===== src/rtl/core/dlpg_pkg.sv =====
// Shared constants for the dashed line pixel generator.
// Has no dependencies; every other file of the block imports it.
`default_nettype none

package dlpg_pkg;

    // Default widths of the coordinate and pixel index fields.
    localparam int COORD_BITS_DEF = 13;
    localparam int INDEX_BITS_DEF = 12;

    // Dash configuration registers.
    localparam int DASH_BITS      = 8;
    localparam int CFG_INDEX_BITS = 2;

    localparam logic [DASH_BITS-1:0] DASH_ON_RESET  = 8'd15;
    localparam logic [DASH_BITS-1:0] DASH_GAP_RESET = 8'd10;

    // Configuration register indexes.
    localparam logic [CFG_INDEX_BITS-1:0] REG_DASH_ON  = 2'd0;
    localparam logic [CFG_INDEX_BITS-1:0] REG_DASH_GAP = 2'd1;

endpackage

`default_nettype wire


===== src/rtl/core/dlpg_intf.sv =====
// Valid/ready channel interfaces of the dashed line pixel generator.
// Depends on dlpg_pkg for default widths.
`default_nettype none

interface dlpg_line_if #(
    parameter int COORD_BITS = dlpg_pkg::COORD_BITS_DEF,
    parameter int INDEX_BITS = dlpg_pkg::INDEX_BITS_DEF
);
    logic                         valid;
    logic                         ready;
    logic signed [COORD_BITS-1:0] start_x;
    logic signed [COORD_BITS-1:0] start_y;
    logic signed [COORD_BITS-1:0] end_x;
    logic signed [COORD_BITS-1:0] end_y;
    logic        [INDEX_BITS-1:0] pixel_index;

    modport source (
        output valid, start_x, start_y, end_x, end_y, pixel_index,
        input  ready
    );
    modport sink (
        input  valid, start_x, start_y, end_x, end_y, pixel_index,
        output ready
    );
endinterface

interface dlpg_pixel_if #(
    parameter int COORD_BITS = dlpg_pkg::COORD_BITS_DEF
);
    logic                         valid;
    logic                         ready;
    logic signed [COORD_BITS-1:0] pixel_x;
    logic signed [COORD_BITS-1:0] pixel_y;
    logic                         in_line;

    modport source (
        output valid, pixel_x, pixel_y, in_line,
        input  ready
    );
    modport sink (
        input  valid, pixel_x, pixel_y, in_line,
        output ready
    );
endinterface

interface dlpg_cfg_if;
    import dlpg_pkg::*;

    logic                      valid;
    logic                      ready;
    logic [CFG_INDEX_BITS-1:0] index;
    logic [DASH_BITS-1:0]      wdata;

    modport source (
        output valid, index, wdata,
        input  ready
    );
    modport sink (
        input  valid, index, wdata,
        output ready
    );
endinterface

`default_nettype wire


===== src/rtl/core/dashed_line_pixel_generator_top.sv =====
// Top level of the dashed line pixel generator: configuration registers,
// pipeline stitching and output register. Depends on dlpg_pkg, dlpg_intf,
// dlpg_front, dlpg_pipe_div and dlpg_place.
//
//   Channel    Direction  Carries
//   line_req   in         start_x, start_y, end_x, end_y, pixel_index
//   pixel      out        pixel_x, pixel_y, in_line
//   cfg        in         index, wdata (dash_on, dash_gap)
//
// One transfer is accepted every cycle while the pipeline is not stalled.
// Items pass through the front end, the bit-per-stage dash position
// divider (INDEX_BITS stages), the placement stages, the bit-per-stage
// minor coordinate divider (COORD_BITS + 1 stages) and the output register.
// Reset clears all valid bits and loads dash_on = 15, dash_gap = 10.
// The pipeline moves whenever its last stage is empty or the output
// register can take that item; otherwise every stage holds its contents.
// cfg is always ready; writes take effect at once.
`default_nettype none

module dashed_line_pixel_generator_top #(
    parameter int COORD_BITS = dlpg_pkg::COORD_BITS_DEF,
    parameter int INDEX_BITS = dlpg_pkg::INDEX_BITS_DEF
) (
    input wire logic   clk,
    input wire logic   rst_n,
    dlpg_line_if.sink  line_req,
    dlpg_pixel_if.source pixel,
    dlpg_cfg_if.sink   cfg
);
    import dlpg_pkg::*;

    localparam int W      = COORD_BITS;
    localparam int PAY1_W = 4 * W + 4;
    localparam int PAY2_W = W + 3;

    logic [DASH_BITS-1:0] dash_on_reg;
    logic [DASH_BITS-1:0] dash_gap_reg;

    logic advance;
    logic out_load;

    // Front end outputs.
    logic                  f_valid;
    logic signed [W-1:0]   f_m1, f_n1;
    logic [W-1:0]          f_dm;
    logic signed [W:0]     f_dn;
    logic                  f_neg, f_is_x, f_ok;
    logic [INDEX_BITS-1:0] f_k;

    // Dash divider.
    logic [PAY1_W-1:0]     d1_pay_in, d1_pay_out;
    logic                  d1_valid;
    logic [INDEX_BITS-1:0] d1_quo;
    logic [DASH_BITS-1:0]  d1_rem;

    // Placement stage outputs.
    logic                  p_valid;
    logic [2*W:0]          p_mag;
    logic                  p_neg;
    logic [W-1:0]          p_den;
    logic [W-1:0]          p_major;
    logic                  p_is_x, p_hit;

    // Minor coordinate divider.
    logic [PAY2_W-1:0]     d2_pay_in, d2_pay_out;
    logic                  d2_valid;
    logic [W:0]            d2_quo;
    logic [W:0]            minor_signed;
    logic [W-1:0]          l_major;
    logic                  l_neg, l_is_x, l_hit;

    logic                  out_valid_reg;
    logic [W-1:0]          px_reg, px_next;
    logic [W-1:0]          py_reg, py_next;
    logic                  in_line_reg;

    // Configuration registers.
    assign cfg.ready = 1'b1;

    always_ff @(posedge clk or negedge rst_n)
    begin
        if (!rst_n)
        begin
            dash_on_reg  <= DASH_ON_RESET;
            dash_gap_reg <= DASH_GAP_RESET;
        end
        else if (cfg.valid)
        begin
            case (cfg.index)
                REG_DASH_ON:  dash_on_reg  <= cfg.wdata;
                REG_DASH_GAP: dash_gap_reg <= cfg.wdata;
                default:      ;
            endcase
        end
    end

    // Flow control.
    assign out_load       = !out_valid_reg || pixel.ready;
    assign advance        = !d2_valid || out_load;
    assign line_req.ready = advance;

    dlpg_front #(
        .COORD_BITS (COORD_BITS),
        .INDEX_BITS (INDEX_BITS)
    ) u_front (
        .clk        (clk),
        .rst_n      (rst_n),
        .advance    (advance),
        .in_valid   (line_req.valid),
        .x1         (line_req.start_x),
        .y1         (line_req.start_y),
        .x2         (line_req.end_x),
        .y2         (line_req.end_y),
        .k          (line_req.pixel_index),
        .out_valid  (f_valid),
        .m1         (f_m1),
        .n1         (f_n1),
        .dm         (f_dm),
        .dn         (f_dn),
        .major_neg  (f_neg),
        .major_is_x (f_is_x),
        .geom_ok    (f_ok),
        .k_out      (f_k)
    );

    assign d1_pay_in = {f_is_x, f_neg, f_ok, f_m1, f_n1, f_dm, f_dn};

    dlpg_pipe_div #(
        .NUM_W (INDEX_BITS),
        .DEN_W (DASH_BITS),
        .QUO_W (INDEX_BITS),
        .PAY_W (PAY1_W)
    ) u_dash_div (
        .clk       (clk),
        .rst_n     (rst_n),
        .advance   (advance),
        .in_valid  (f_valid),
        .num       (f_k),
        .den       (dash_on_reg),
        .pay       (d1_pay_in),
        .out_valid (d1_valid),
        .quo       (d1_quo),
        .rem       (d1_rem),
        .pay_out   (d1_pay_out)
    );

    dlpg_place #(
        .COORD_BITS (COORD_BITS),
        .INDEX_BITS (INDEX_BITS)
    ) u_place (
        .clk        (clk),
        .rst_n      (rst_n),
        .advance    (advance),
        .in_valid   (d1_valid),
        .dash_quo   (d1_quo),
        .dash_rem   (d1_rem),
        .dash_on    (dash_on_reg),
        .dash_gap   (dash_gap_reg),
        .m1         (d1_pay_out[4*W:3*W+1]),
        .n1         (d1_pay_out[3*W:2*W+1]),
        .dm         (d1_pay_out[2*W:W+1]),
        .dn         (d1_pay_out[W:0]),
        .major_neg  (d1_pay_out[4*W+2]),
        .major_is_x (d1_pay_out[4*W+3]),
        .geom_ok    (d1_pay_out[4*W+1]),
        .out_valid  (p_valid),
        .num_mag    (p_mag),
        .num_neg    (p_neg),
        .den        (p_den),
        .major_out  (p_major),
        .is_x_out   (p_is_x),
        .hit        (p_hit)
    );

    assign d2_pay_in = {p_major, p_neg, p_is_x, p_hit};

    dlpg_pipe_div #(
        .NUM_W (2 * W + 1),
        .DEN_W (W),
        .QUO_W (W + 1),
        .PAY_W (PAY2_W)
    ) u_minor_div (
        .clk       (clk),
        .rst_n     (rst_n),
        .advance   (advance),
        .in_valid  (p_valid),
        .num       (p_mag),
        .den       (p_den),
        .pay       (d2_pay_in),
        .out_valid (d2_valid),
        .quo       (d2_quo),
        .rem       (),
        .pay_out   (d2_pay_out)
    );

    // Truncation toward zero: divide the magnitude, then restore the sign.
    always_comb
    begin
        {l_major, l_neg, l_is_x, l_hit} = d2_pay_out;
        minor_signed = l_neg ? -d2_quo : d2_quo;
        if (!l_hit)
        begin
            px_next = '0;
            py_next = '0;
        end
        else if (l_is_x)
        begin
            px_next = l_major;
            py_next = minor_signed[W-1:0];
        end
        else
        begin
            px_next = minor_signed[W-1:0];
            py_next = l_major;
        end
    end

    always_ff @(posedge clk or negedge rst_n)
    begin
        if (!rst_n)
        begin
            out_valid_reg <= 1'b0;
        end
        else if (out_load)
        begin
            out_valid_reg <= d2_valid;
        end
    end

    always_ff @(posedge clk)
    begin
        if (out_load && d2_valid)
        begin
            px_reg      <= px_next;
            py_reg      <= py_next;
            in_line_reg <= l_hit;
        end
    end

    assign pixel.valid   = out_valid_reg;
    assign pixel.pixel_x = px_reg;
    assign pixel.pixel_y = py_reg;
    assign pixel.in_line = in_line_reg;

    // A finished item that cannot move into the output register freezes
    // the whole pipeline, so nothing new may enter.
    a_stall_blocks_input: assert property (
        @(posedge clk) disable iff (!rst_n)
        d2_valid && out_valid_reg && !pixel.ready |-> !line_req.ready
    ) else $error("pipeline advanced over a stalled result");

    // A pixel outside the line comes out as zeros.
    a_miss_is_zero: assert property (
        @(posedge clk) disable iff (!rst_n)
        pixel.valid && !pixel.in_line |-> pixel.pixel_x == '0 && pixel.pixel_y == '0
    ) else $error("pixel outside the line carries nonzero coordinates");

    // A zero dash length draws nothing.
    a_zero_dash_draws_nothing: assert property (
        @(posedge clk) disable iff (!rst_n)
        pixel.valid && dash_on_reg == '0 |-> !pixel.in_line
    ) else $error("pixel drawn with zero dash length");

    // The output register only fills from a valid last stage.
    a_output_fill: assert property (
        @(posedge clk) disable iff (!rst_n)
        !out_valid_reg && !d2_valid |=> !pixel.valid
    ) else $error("result appeared without a finished item");

endmodule

`default_nettype wire


===== src/rtl/core/dlpg_front.sv =====
// Front end: endpoint deltas, then major axis selection, over two stages.
// Depends on dlpg_pkg for default widths.
`default_nettype none

module dlpg_front #(
    parameter int COORD_BITS = dlpg_pkg::COORD_BITS_DEF,
    parameter int INDEX_BITS = dlpg_pkg::INDEX_BITS_DEF
) (
    input  wire logic                         clk,
    input  wire logic                         rst_n,
    input  wire logic                         advance,
    input  wire logic                         in_valid,
    input  wire logic signed [COORD_BITS-1:0] x1,
    input  wire logic signed [COORD_BITS-1:0] y1,
    input  wire logic signed [COORD_BITS-1:0] x2,
    input  wire logic signed [COORD_BITS-1:0] y2,
    input  wire logic        [INDEX_BITS-1:0] k,
    output logic                              out_valid,
    output logic signed [COORD_BITS-1:0]      m1,
    output logic signed [COORD_BITS-1:0]      n1,
    output logic        [COORD_BITS-1:0]      dm,
    output logic signed [COORD_BITS:0]        dn,
    output logic                              major_neg,
    output logic                              major_is_x,
    output logic                              geom_ok,
    output logic        [INDEX_BITS-1:0]      k_out
);
    import dlpg_pkg::*;

    localparam int W = COORD_BITS;

    // Stage 1: deltas.
    logic                 s1_valid_reg;
    logic signed [W:0]    dx_reg, dx_next;
    logic signed [W:0]    dy_reg, dy_next;
    logic signed [W-1:0]  x1_reg, y1_reg;
    logic [INDEX_BITS-1:0] k1_reg;

    // Stage 2: major axis selection.
    logic                 s2_valid_reg;
    logic signed [W-1:0]  m1_reg, m1_next;
    logic signed [W-1:0]  n1_reg, n1_next;
    logic [W-1:0]         dm_reg, dm_next;
    logic signed [W:0]    dn_reg, dn_next;
    logic                 neg_reg, neg_next;
    logic                 is_x_reg, is_x_next;
    logic                 ok_reg, ok_next;
    logic [INDEX_BITS-1:0] k2_reg;

    logic [W:0] adx;
    logic [W:0] ady;

    always_comb
    begin
        dx_next = {x2[W-1], x2} - {x1[W-1], x1};
        dy_next = {y2[W-1], y2} - {y1[W-1], y1};
    end

    always_comb
    begin
        adx = dx_reg[W] ? -dx_reg : dx_reg;
        ady = dy_reg[W] ? -dy_reg : dy_reg;
        is_x_next = adx > ady;
        if (is_x_next)
        begin
            // Only a line running toward larger x is drawn on the x axis.
            m1_next  = x1_reg;
            n1_next  = y1_reg;
            dm_next  = adx[W-1:0];
            dn_next  = dy_reg;
            neg_next = 1'b0;
            ok_next  = !dx_reg[W];
        end
        else
        begin
            m1_next  = y1_reg;
            n1_next  = x1_reg;
            dm_next  = ady[W-1:0];
            dn_next  = dx_reg;
            neg_next = dy_reg[W];
            ok_next  = dy_reg != '0;
        end
    end

    always_ff @(posedge clk or negedge rst_n)
    begin
        if (!rst_n)
        begin
            s1_valid_reg <= 1'b0;
            s2_valid_reg <= 1'b0;
        end
        else if (advance)
        begin
            s1_valid_reg <= in_valid;
            s2_valid_reg <= s1_valid_reg;
        end
    end

    always_ff @(posedge clk)
    begin
        if (advance)
        begin
            dx_reg   <= dx_next;
            dy_reg   <= dy_next;
            x1_reg   <= x1;
            y1_reg   <= y1;
            k1_reg   <= k;
            m1_reg   <= m1_next;
            n1_reg   <= n1_next;
            dm_reg   <= dm_next;
            dn_reg   <= dn_next;
            neg_reg  <= neg_next;
            is_x_reg <= is_x_next;
            ok_reg   <= ok_next;
            k2_reg   <= k1_reg;
        end
    end

    assign out_valid  = s2_valid_reg;
    assign m1         = m1_reg;
    assign n1         = n1_reg;
    assign dm         = dm_reg;
    assign dn         = dn_reg;
    assign major_neg  = neg_reg;
    assign major_is_x = is_x_reg;
    assign geom_ok    = ok_reg;
    assign k_out      = k2_reg;

endmodule

`default_nettype wire


===== src/rtl/core/dlpg_pipe_div.sv =====
// Pipelined restoring divider: one quotient bit per register stage.
// Carries a payload beside the operands. Depends on dlpg_pkg.
`default_nettype none

module dlpg_pipe_div #(
    parameter int NUM_W = dlpg_pkg::INDEX_BITS_DEF,
    parameter int DEN_W = dlpg_pkg::DASH_BITS,
    parameter int QUO_W = dlpg_pkg::INDEX_BITS_DEF,
    parameter int PAY_W = 1
) (
    input  wire logic             clk,
    input  wire logic             rst_n,
    input  wire logic             advance,
    input  wire logic             in_valid,
    input  wire logic [NUM_W-1:0] num,
    input  wire logic [DEN_W-1:0] den,
    input  wire logic [PAY_W-1:0] pay,
    output logic                  out_valid,
    output logic [QUO_W-1:0]      quo,
    output logic [DEN_W-1:0]      rem,
    output logic [PAY_W-1:0]      pay_out
);
    import dlpg_pkg::*;

    // The quotient must fit QUO_W bits, so num >> QUO_W is below den.
    // The low word starts as the remaining numerator bits and fills with
    // quotient bits from the bottom.
    logic [QUO_W-1:0] valid_reg;
    logic [DEN_W-1:0] rem_reg [QUO_W];
    logic [QUO_W-1:0] low_reg [QUO_W];
    logic [DEN_W-1:0] den_reg [QUO_W];
    logic [PAY_W-1:0] pay_reg [QUO_W];

    logic             valid_in [QUO_W];
    logic [DEN_W-1:0] rem_in   [QUO_W];
    logic [QUO_W-1:0] low_in   [QUO_W];
    logic [DEN_W-1:0] den_in   [QUO_W];
    logic [PAY_W-1:0] pay_in   [QUO_W];

    always_comb
    begin
        valid_in[0] = in_valid;
        rem_in[0]   = DEN_W'(num >> QUO_W);
        low_in[0]   = num[QUO_W-1:0];
        den_in[0]   = den;
        pay_in[0]   = pay;
        for (int i = 1; i < QUO_W; i++)
        begin
            valid_in[i] = valid_reg[i-1];
            rem_in[i]   = rem_reg[i-1];
            low_in[i]   = low_reg[i-1];
            den_in[i]   = den_reg[i-1];
            pay_in[i]   = pay_reg[i-1];
        end
    end

    for (genvar g = 0; g < QUO_W; g++)
    begin : g_stage
        logic [DEN_W:0]   trial;
        logic             take;
        logic [DEN_W:0]   diff;
        logic [DEN_W-1:0] rem_next;
        logic [QUO_W-1:0] low_next;

        always_comb
        begin
            trial    = {rem_in[g], low_in[g][QUO_W-1]};
            diff     = trial - {1'b0, den_in[g]};
            take     = trial >= {1'b0, den_in[g]};
            rem_next = take ? diff[DEN_W-1:0] : trial[DEN_W-1:0];
            low_next = {low_in[g][QUO_W-2:0], take};
        end

        always_ff @(posedge clk or negedge rst_n)
        begin
            if (!rst_n)
            begin
                valid_reg[g] <= 1'b0;
            end
            else if (advance)
            begin
                valid_reg[g] <= valid_in[g];
            end
        end

        always_ff @(posedge clk)
        begin
            if (advance)
            begin
                rem_reg[g] <= rem_next;
                low_reg[g] <= low_next;
                den_reg[g] <= den_in[g];
                pay_reg[g] <= pay_in[g];
            end
        end
    end

    assign out_valid = valid_reg[QUO_W-1];
    assign quo       = low_reg[QUO_W-1];
    assign rem       = rem_reg[QUO_W-1];
    assign pay_out   = pay_reg[QUO_W-1];

endmodule

`default_nettype wire


===== src/rtl/core/dlpg_place.sv =====
// Places the pixel on the major axis and forms the minor axis numerator,
// over four stages. Depends on dlpg_pkg for widths.
`default_nettype none

module dlpg_place #(
    parameter int COORD_BITS = dlpg_pkg::COORD_BITS_DEF,
    parameter int INDEX_BITS = dlpg_pkg::INDEX_BITS_DEF
) (
    input  wire logic                              clk,
    input  wire logic                              rst_n,
    input  wire logic                              advance,
    input  wire logic                              in_valid,
    input  wire logic [INDEX_BITS-1:0]             dash_quo,
    input  wire logic [dlpg_pkg::DASH_BITS-1:0]    dash_rem,
    input  wire logic [dlpg_pkg::DASH_BITS-1:0]    dash_on,
    input  wire logic [dlpg_pkg::DASH_BITS-1:0]    dash_gap,
    input  wire logic signed [COORD_BITS-1:0]      m1,
    input  wire logic signed [COORD_BITS-1:0]      n1,
    input  wire logic        [COORD_BITS-1:0]      dm,
    input  wire logic signed [COORD_BITS:0]        dn,
    input  wire logic                              major_neg,
    input  wire logic                              major_is_x,
    input  wire logic                              geom_ok,
    output logic                                   out_valid,
    output logic [2*COORD_BITS:0]                  num_mag,
    output logic                                   num_neg,
    output logic [COORD_BITS-1:0]                  den,
    output logic [COORD_BITS-1:0]                  major_out,
    output logic                                   is_x_out,
    output logic                                   hit
);
    import dlpg_pkg::*;

    localparam int W     = COORD_BITS;
    localparam int PROD_W = INDEX_BITS + DASH_BITS + 1;
    localparam int OFF_W  = INDEX_BITS + DASH_BITS + 2;

    // Stage 1: whole dash periods before the requested pixel.
    logic                 p1_valid_reg;
    logic [PROD_W-1:0]    prod_reg, prod_next;
    logic [DASH_BITS:0]   period;
    logic [DASH_BITS-1:0] rem1_reg;
    logic                 ok1_reg, ok1_next;
    logic signed [W-1:0]  m1_1_reg, n1_1_reg;
    logic [W-1:0]         dm1_reg;
    logic signed [W:0]    dn1_reg;
    logic                 neg1_reg, isx1_reg;

    // Stage 2: major offset and range check.
    logic                 p2_valid_reg;
    logic [OFF_W-1:0]     off_full;
    logic [W-1:0]         off_reg;
    logic                 hit2_reg, hit2_next;
    logic signed [W-1:0]  m1_2_reg, n1_2_reg;
    logic [W-1:0]         dm2_reg;
    logic signed [W:0]    dn2_reg;
    logic                 neg2_reg, isx2_reg;

    // Stage 3: products and major coordinate.
    logic                  p3_valid_reg;
    logic signed [2*W:0]   pa_reg, pa_next;
    logic signed [2*W+1:0] pb_reg, pb_next;
    logic [W:0]            major_sum;
    logic [W-1:0]          major3_reg;
    logic [W-1:0]          dm3_reg;
    logic                  hit3_reg, isx3_reg;

    // Stage 4: numerator sign and magnitude.
    logic                  p4_valid_reg;
    logic signed [2*W+1:0] num_sum;
    logic [2*W+1:0]        num_abs;
    logic [2*W:0]          mag_reg;
    logic                  sign_reg;
    logic [W-1:0]          major4_reg, dm4_reg;
    logic                  hit4_reg, isx4_reg;

    always_comb
    begin
        period    = {1'b0, dash_on} + {1'b0, dash_gap};
        prod_next = dash_quo * period;
        ok1_next  = geom_ok && (dash_on != '0);
    end

    // Pixel k sits at offset (k / on) * (on + gap) + (k % on) + 1.
    always_comb
    begin
        off_full  = OFF_W'(prod_reg) + OFF_W'(rem1_reg) + OFF_W'(1);
        hit2_next = ok1_reg && (off_full <= OFF_W'(dm1_reg));
    end

    always_comb
    begin
        pa_next   = n1_2_reg * $signed({1'b0, dm2_reg});
        pb_next   = $signed({1'b0, off_reg}) * dn2_reg;
        major_sum = neg2_reg ? {m1_2_reg[W-1], m1_2_reg} - {1'b0, off_reg}
                             : {m1_2_reg[W-1], m1_2_reg} + {1'b0, off_reg};
    end

    always_comb
    begin
        num_sum = $signed({pa_reg[2*W], pa_reg}) + pb_reg;
        num_abs = num_sum[2*W+1] ? -num_sum : num_sum;
    end

    always_ff @(posedge clk or negedge rst_n)
    begin
        if (!rst_n)
        begin
            p1_valid_reg <= 1'b0;
            p2_valid_reg <= 1'b0;
            p3_valid_reg <= 1'b0;
            p4_valid_reg <= 1'b0;
        end
        else if (advance)
        begin
            p1_valid_reg <= in_valid;
            p2_valid_reg <= p1_valid_reg;
            p3_valid_reg <= p2_valid_reg;
            p4_valid_reg <= p3_valid_reg;
        end
    end

    always_ff @(posedge clk)
    begin
        if (advance)
        begin
            prod_reg   <= prod_next;
            rem1_reg   <= dash_rem;
            ok1_reg    <= ok1_next;
            m1_1_reg   <= m1;
            n1_1_reg   <= n1;
            dm1_reg    <= dm;
            dn1_reg    <= dn;
            neg1_reg   <= major_neg;
            isx1_reg   <= major_is_x;

            off_reg    <= off_full[W-1:0];
            hit2_reg   <= hit2_next;
            m1_2_reg   <= m1_1_reg;
            n1_2_reg   <= n1_1_reg;
            dm2_reg    <= dm1_reg;
            dn2_reg    <= dn1_reg;
            neg2_reg   <= neg1_reg;
            isx2_reg   <= isx1_reg;

            pa_reg     <= pa_next;
            pb_reg     <= pb_next;
            major3_reg <= major_sum[W-1:0];
            dm3_reg    <= dm2_reg;
            hit3_reg   <= hit2_reg;
            isx3_reg   <= isx2_reg;

            mag_reg    <= num_abs[2*W:0];
            sign_reg   <= num_sum[2*W+1];
            major4_reg <= major3_reg;
            dm4_reg    <= dm3_reg;
            hit4_reg   <= hit3_reg;
            isx4_reg   <= isx3_reg;
        end
    end

    assign out_valid = p4_valid_reg;
    assign num_mag   = mag_reg;
    assign num_neg   = sign_reg;
    assign den       = dm4_reg;
    assign major_out = major4_reg;
    assign is_x_out  = isx4_reg;
    assign hit       = hit4_reg;

endmodule

`default_nettype wire

===== src/flat_wrapper.sv =====
// flat-port wrapper written by rule: the top's interface ports become plain ports
module dashed_line_pixel_generator_top_flat import dlpg_pkg::*;
#(
    parameter int COORD_BITS = dlpg_pkg::COORD_BITS_DEF,
    parameter int INDEX_BITS = dlpg_pkg::INDEX_BITS_DEF
)
  (clk, rst_n, line_req_valid, line_req_start_x, line_req_start_y, line_req_end_x, line_req_end_y, line_req_pixel_index, line_req_ready, pixel_valid, pixel_pixel_x, pixel_pixel_y, pixel_in_line, pixel_ready, cfg_valid, cfg_index, cfg_wdata, cfg_ready);
  dlpg_line_if #(.COORD_BITS(COORD_BITS), .INDEX_BITS(INDEX_BITS)) line_req_i ();
  dlpg_pixel_if #(.COORD_BITS(COORD_BITS)) pixel_i ();
  dlpg_cfg_if cfg_i ();
  input wire logic clk;
  input wire logic rst_n;
  input wire logic [$bits(line_req_i.valid)-1:0] line_req_valid;
  input wire logic [$bits(line_req_i.start_x)-1:0] line_req_start_x;
  input wire logic [$bits(line_req_i.start_y)-1:0] line_req_start_y;
  input wire logic [$bits(line_req_i.end_x)-1:0] line_req_end_x;
  input wire logic [$bits(line_req_i.end_y)-1:0] line_req_end_y;
  input wire logic [$bits(line_req_i.pixel_index)-1:0] line_req_pixel_index;
  output wire logic [$bits(line_req_i.ready)-1:0] line_req_ready;
  output wire logic [$bits(pixel_i.valid)-1:0] pixel_valid;
  output wire logic [$bits(pixel_i.pixel_x)-1:0] pixel_pixel_x;
  output wire logic [$bits(pixel_i.pixel_y)-1:0] pixel_pixel_y;
  output wire logic [$bits(pixel_i.in_line)-1:0] pixel_in_line;
  input wire logic [$bits(pixel_i.ready)-1:0] pixel_ready;
  input wire logic [$bits(cfg_i.valid)-1:0] cfg_valid;
  input wire logic [$bits(cfg_i.index)-1:0] cfg_index;
  input wire logic [$bits(cfg_i.wdata)-1:0] cfg_wdata;
  output wire logic [$bits(cfg_i.ready)-1:0] cfg_ready;
  assign line_req_i.valid = line_req_valid;
  assign line_req_i.start_x = line_req_start_x;
  assign line_req_i.start_y = line_req_start_y;
  assign line_req_i.end_x = line_req_end_x;
  assign line_req_i.end_y = line_req_end_y;
  assign line_req_i.pixel_index = line_req_pixel_index;
  assign line_req_ready = line_req_i.ready;
  assign pixel_valid = pixel_i.valid;
  assign pixel_pixel_x = pixel_i.pixel_x;
  assign pixel_pixel_y = pixel_i.pixel_y;
  assign pixel_in_line = pixel_i.in_line;
  assign pixel_i.ready = pixel_ready;
  assign cfg_i.valid = cfg_valid;
  assign cfg_i.index = cfg_index;
  assign cfg_i.wdata = cfg_wdata;
  assign cfg_ready = cfg_i.ready;
  dashed_line_pixel_generator_top #(.COORD_BITS(COORD_BITS), .INDEX_BITS(INDEX_BITS)) u_core (.clk(clk), .rst_n(rst_n), .line_req(line_req_i), .pixel(pixel_i), .cfg(cfg_i));
endmodule

===== config.mk =====
export PLATFORM = sky130hd
export DESIGN_NAME = dashed_line_pixel_generator_top_flat
export DESIGN_NICKNAME = d
export VERILOG_FILES = /design/src/rtl/core/dlpg_pkg.sv /design/src/rtl/core/dlpg_intf.sv /design/src/rtl/core/dashed_line_pixel_generator_top.sv /design/src/rtl/core/dlpg_front.sv /design/src/rtl/core/dlpg_pipe_div.sv /design/src/rtl/core/dlpg_place.sv /design/src/flat_wrapper.sv
export SDC_FILE = /design/constraint.sdc
export NUM_CORES = 2
export LEC_CHECK = 0
export ABC_CLOCK_PERIOD_IN_PS = 121900
export BUFFER_PORTS_ARGS = -buffer_cell sky130_fd_sc_hd__buf_2
export CAP_MARGIN = 30
export CORE_ASPECT_RATIO = 0.8
export CORE_MARGIN = 4
export CORE_UTILIZATION = 50
export DETAILED_ROUTE_END_ITERATION = 6
export PLACE_DENSITY = 0.7
export SYNTH_ARGS = -nofsm -noshare
export SYNTH_HDL_FRONTEND = slang
export SYNTH_HIERARCHICAL = 1
export SYNTH_SLANG_ARGS = --single-unit

===== constraint.sdc =====
create_clock -name clk -period 121.9 [get_ports clk]
set_clock_uncertainty 0.15 [all_clocks]
set_input_delay 6.095 -clock clk [delete_from_list [all_inputs] [get_ports clk]]
set_output_delay 6.095 -clock clk [all_outputs]
set_load 0.005 [all_outputs]

==> report_table.html <==
<table>
<tr><th>Metric</th><th>Value</th></tr>
<tr><th colspan="2">Status</th></tr>
<tr><td>Run status</td><td>finished clean</td></tr>
<tr><th colspan="2">Clocking</th></tr>
<tr><td>CTS H-tree lvls</td><td>4</td></tr>
<tr><td>CTS Root Cell</td><td>sky130_fd_sc_hd__clkbuf_16</td></tr>
<tr><td>Cts bufs inserted</td><td>199</td></tr>
<tr><td># resized after CTS</td><td>0</td></tr>
<tr><td>Number of clock sinks seen by CTS</td><td>2,247</td></tr>
<tr><td>Number of buffers added for setup after CTS</td><td>0</td></tr>
<tr><td>Maximum count of clock buffers along a single path</td><td>3</td></tr>
<tr><td>CTS hold repair buffers</td><td>0</td></tr>
<tr><td>Later-pin clock latency in the skew report</td><td>810 ps</td></tr>
<tr><td>Worst-path clk slew</td><td>~60 ps</td></tr>
<tr><td>TritonCTS clock tree</td><td>built</td></tr>
<tr><th colspan="2">Logic synthesis</th></tr>
<tr><td>Synthesis Warnings</td><td>6</td></tr>
<tr><td>Mapped Cells</td><td>roughly 7,400</td></tr>
<tr><td>Average footprint of a synthesized cell</td><td>14.5 um^2</td></tr>
<tr><td>Number of nets in the synthesized netlist</td><td>about 8,500</td></tr>
<tr><td>Syn Std Cell Area</td><td>107,000 um^2</td></tr>
<tr><th colspan="2">Finish</th></tr>
<tr><td>Most frequent cells in the layout</td><td>sky130_fd_sc_hd__edfxtp_1 (2,198), sky130_fd_sc_hd__inv_1 (915), sky130_fd_sc_hd__ha_1 (630), sky130_fd_sc_hd__nand2_1 (388), sky130_fd_sc_hd__fa_1 (353)</td></tr>
<tr><td>Count of fill cells added during filler insertion</td><td>roughly 17,000</td></tr>
<tr><td>Signed area change from the synthesized netlist to the final layout</td><td>10.1%</td></tr>
<tr><td>Share of layout cells above drive strength 1</td><td>0.0993</td></tr>
<tr><td>Area taken by flip-flops and latches</td><td>67,200 um^2</td></tr>
<tr><td>Multi-input gate area</td><td>36,100 um^2</td></tr>
<tr><td>Final #Nets</td><td>roughly 8,700</td></tr>
<tr><td>Leading cell type in the layout, fill and taps excluded</td><td>sky130_fd_sc_hd__edfxtp_1</td></tr>
<tr><td>Max FFs per register</td><td>672</td></tr>
<tr><th colspan="2">STA</th></tr>
<tr><td>Peak clock frequency supported by timing</td><td>75.4 MHz</td></tr>
<tr><td>Tmin final</td><td>13,260 ps</td></tr>
<tr><td>Sum of negative setup slack</td><td>0 ps</td></tr>
<tr><td>Final worst setup slack</td><td>~110,000 ps</td></tr>
<tr><td>Final period utilization</td><td>0.109</td></tr>
<tr><td>Max-Slew Margin vs Limit</td><td>0.245</td></tr>
<tr><td>Max Transition Viols Final</td><td>0</td></tr>
<tr><td>Final Hold Slack</td><td>roughly 230 ps</td></tr>
<tr><td>Total count of hold-check failures in the final report</td><td>0</td></tr>
<tr><td>Tightest Pin Transition</td><td>roughly 1100 ps</td></tr>
<tr><td>Setup repair after global routing missed its margin</td><td>no</td></tr>
<tr><td>Endpoints failing setup</td><td>0</td></tr>
<tr><th colspan="2">Setup path</th></tr>
<tr><td>Worst Path Arrival</td><td>about 7000 ps</td></tr>
<tr><td>Worst Path Required</td><td>115,660 ps</td></tr>
<tr><td>Crit-path slowest cell</td><td>sky130_fd_sc_hd__nand3b_1</td></tr>
<tr><td>Maximum net fanout on the critical path</td><td>3</td></tr>
<tr><td>CP delay by family, top</td><td>simple AND/OR/NAND/NOR gates</td></tr>
<tr><td>Most repeated library cell on the critical path</td><td>sky130_fd_sc_hd__buf_2</td></tr>
<tr><td>Launching instance or port of the critical path</td><td>pixel_ready</td></tr>
<tr><td>Maximum cell stage delay along the critical path</td><td>500 ps</td></tr>
<tr><td>Path type of the worst setup path</td><td>input port to output pin</td></tr>
<tr><td>Critical path cell sequence</td><td>buf_2, nand3b_1, buf_2</td></tr>
<tr><td>CP Buf/Inv Count</td><td>2</td></tr>
<tr><td>Reg-to-reg startpoint</td><td>u_core/dash_on_reg[0]</td></tr>
<tr><td>Crit end category</td><td>output pin</td></tr>
<tr><td>Crit path launch type</td><td>input port</td></tr>
<tr><th colspan="2">Job</th></tr>
<tr><td>Max-cap violations</td><td>0</td></tr>
<tr><th colspan="2">GRT</th></tr>
<tr><td>Pin count of the biggest net entering global routing</td><td>215</td></tr>
<tr><td>Overall overflow remaining after global route</td><td>0</td></tr>
<tr><td>Global-route wire length before repair</td><td>between 200,000 and 300,000 um</td></tr>
<tr><td>GR Util All Layers</td><td>0.162</td></tr>
<tr><td>Number of global-route vias before repair</td><td>56,738</td></tr>
<tr><td>Initial antenna violation count</td><td>6</td></tr>
<tr><th colspan="2">Floorplan</th></tr>
<tr><td>Die height</td><td>approximately 420 um</td></tr>
<tr><td>Die boundary width</td><td>around 530 um</td></tr>
<tr><td>Ports</td><td>109</td></tr>
<tr><td>Std-Cell Core Area</td><td>213,000 um^2</td></tr>
<tr><td>Placement Rows</td><td>around 150</td></tr>
<tr><td>Die area</td><td>222,000 um^2</td></tr>
<tr><td>Initial cell density of the core</td><td>0.505</td></tr>
<tr><th colspan="2">Routing</th></tr>
<tr><td>Detailed router's first-iteration violation count</td><td>3,820</td></tr>
<tr><td>Routed wire per std cell</td><td>17.0 um</td></tr>
<tr><td>Remaining antenna violation count after routing</td><td>0</td></tr>
<tr><td>First-pass detailed-route iteration total</td><td>6</td></tr>
<tr><td>Post-detailed-routing wire length</td><td>181,000 um</td></tr>
<tr><td># DRC</td><td>0</td></tr>
<tr><td>Number of vias per cell</td><td>5.27</td></tr>
<tr><td>Vias post-DR</td><td>55,997</td></tr>
<tr><th colspan="2">Place</th></tr>
<tr><td>I/O Buffers</td><td>around 110</td></tr>
<tr><td>Pre-CTS setup slack</td><td>around 110,000 ps</td></tr>
<tr><td>Gpl congestion</td><td>around 0.88</td></tr>
<tr><td>Detailed placement HPWL</td><td>around 120,000 um</td></tr>
<tr><th colspan="2">Worst hold path</th></tr>
<tr><td>Worst hold path type</td><td>register to register</td></tr>
<tr><td>Worst min-delay path startpoint</td><td>u_core/u_minor_div/pay_reg[0][50]</td></tr>
</table>
==> final cells by class <==
cell class	count	share of cell area
Antenna cell	1	0.0000211
Clock buffer	236	0.0448
Tap cell	2830	0.0299
Timing Repair Buffer	159	0.00982
Clock inverter	135	0.0130
Multi-Input combinational cell	4091	0.305
Inverter	923	0.0293
Sequential cell	2247	0.568
==> metal layers <==
metal  vias up  GRT usage  wire length (um)
met3       265     0.0266              7990
met2      1158      0.264             84900
met4         0     0.0399              3800
met1     27508      0.229             84200
met5         -          0                 0
li1      27066          -                 -
==> worst paths after layout <==
check	end	slack [ps]	cells past startpoint
setup reg to reg	u_core/u_place/prod_reg[20]	114810	27
hold / removal	u_core/u_minor_div/pay_reg[0][66]	230	0
max in group asynchronous	u_core/dash_on_reg[4]	115900	2
hold reg to reg	u_core/u_minor_div/pay_reg[0][66]	230	0
setup / recovery	line_req_ready	108640	3
min in group asynchronous	u_core/u_minor_div/valid_in[3]	5230	2
==> stage by stage <==
step / instance area [um^2] / utilization / instances
3_3_place_gp: 111000 / 0.523 / 10238
4_1_cts: 118000 / 0.555 / 10613
6_report: 118000 / 0.556 / 10622
3_5_place_dp: 111000 / 0.523 / 10242
5_1_grt: 118000 / 0.556 / 10621
2_1_floorplan: 107000 / - / 7410
Power is left out: the tool's default activity adds up to more than one toggle a clock period on the data nets, which glitch-free logic cannot reach.
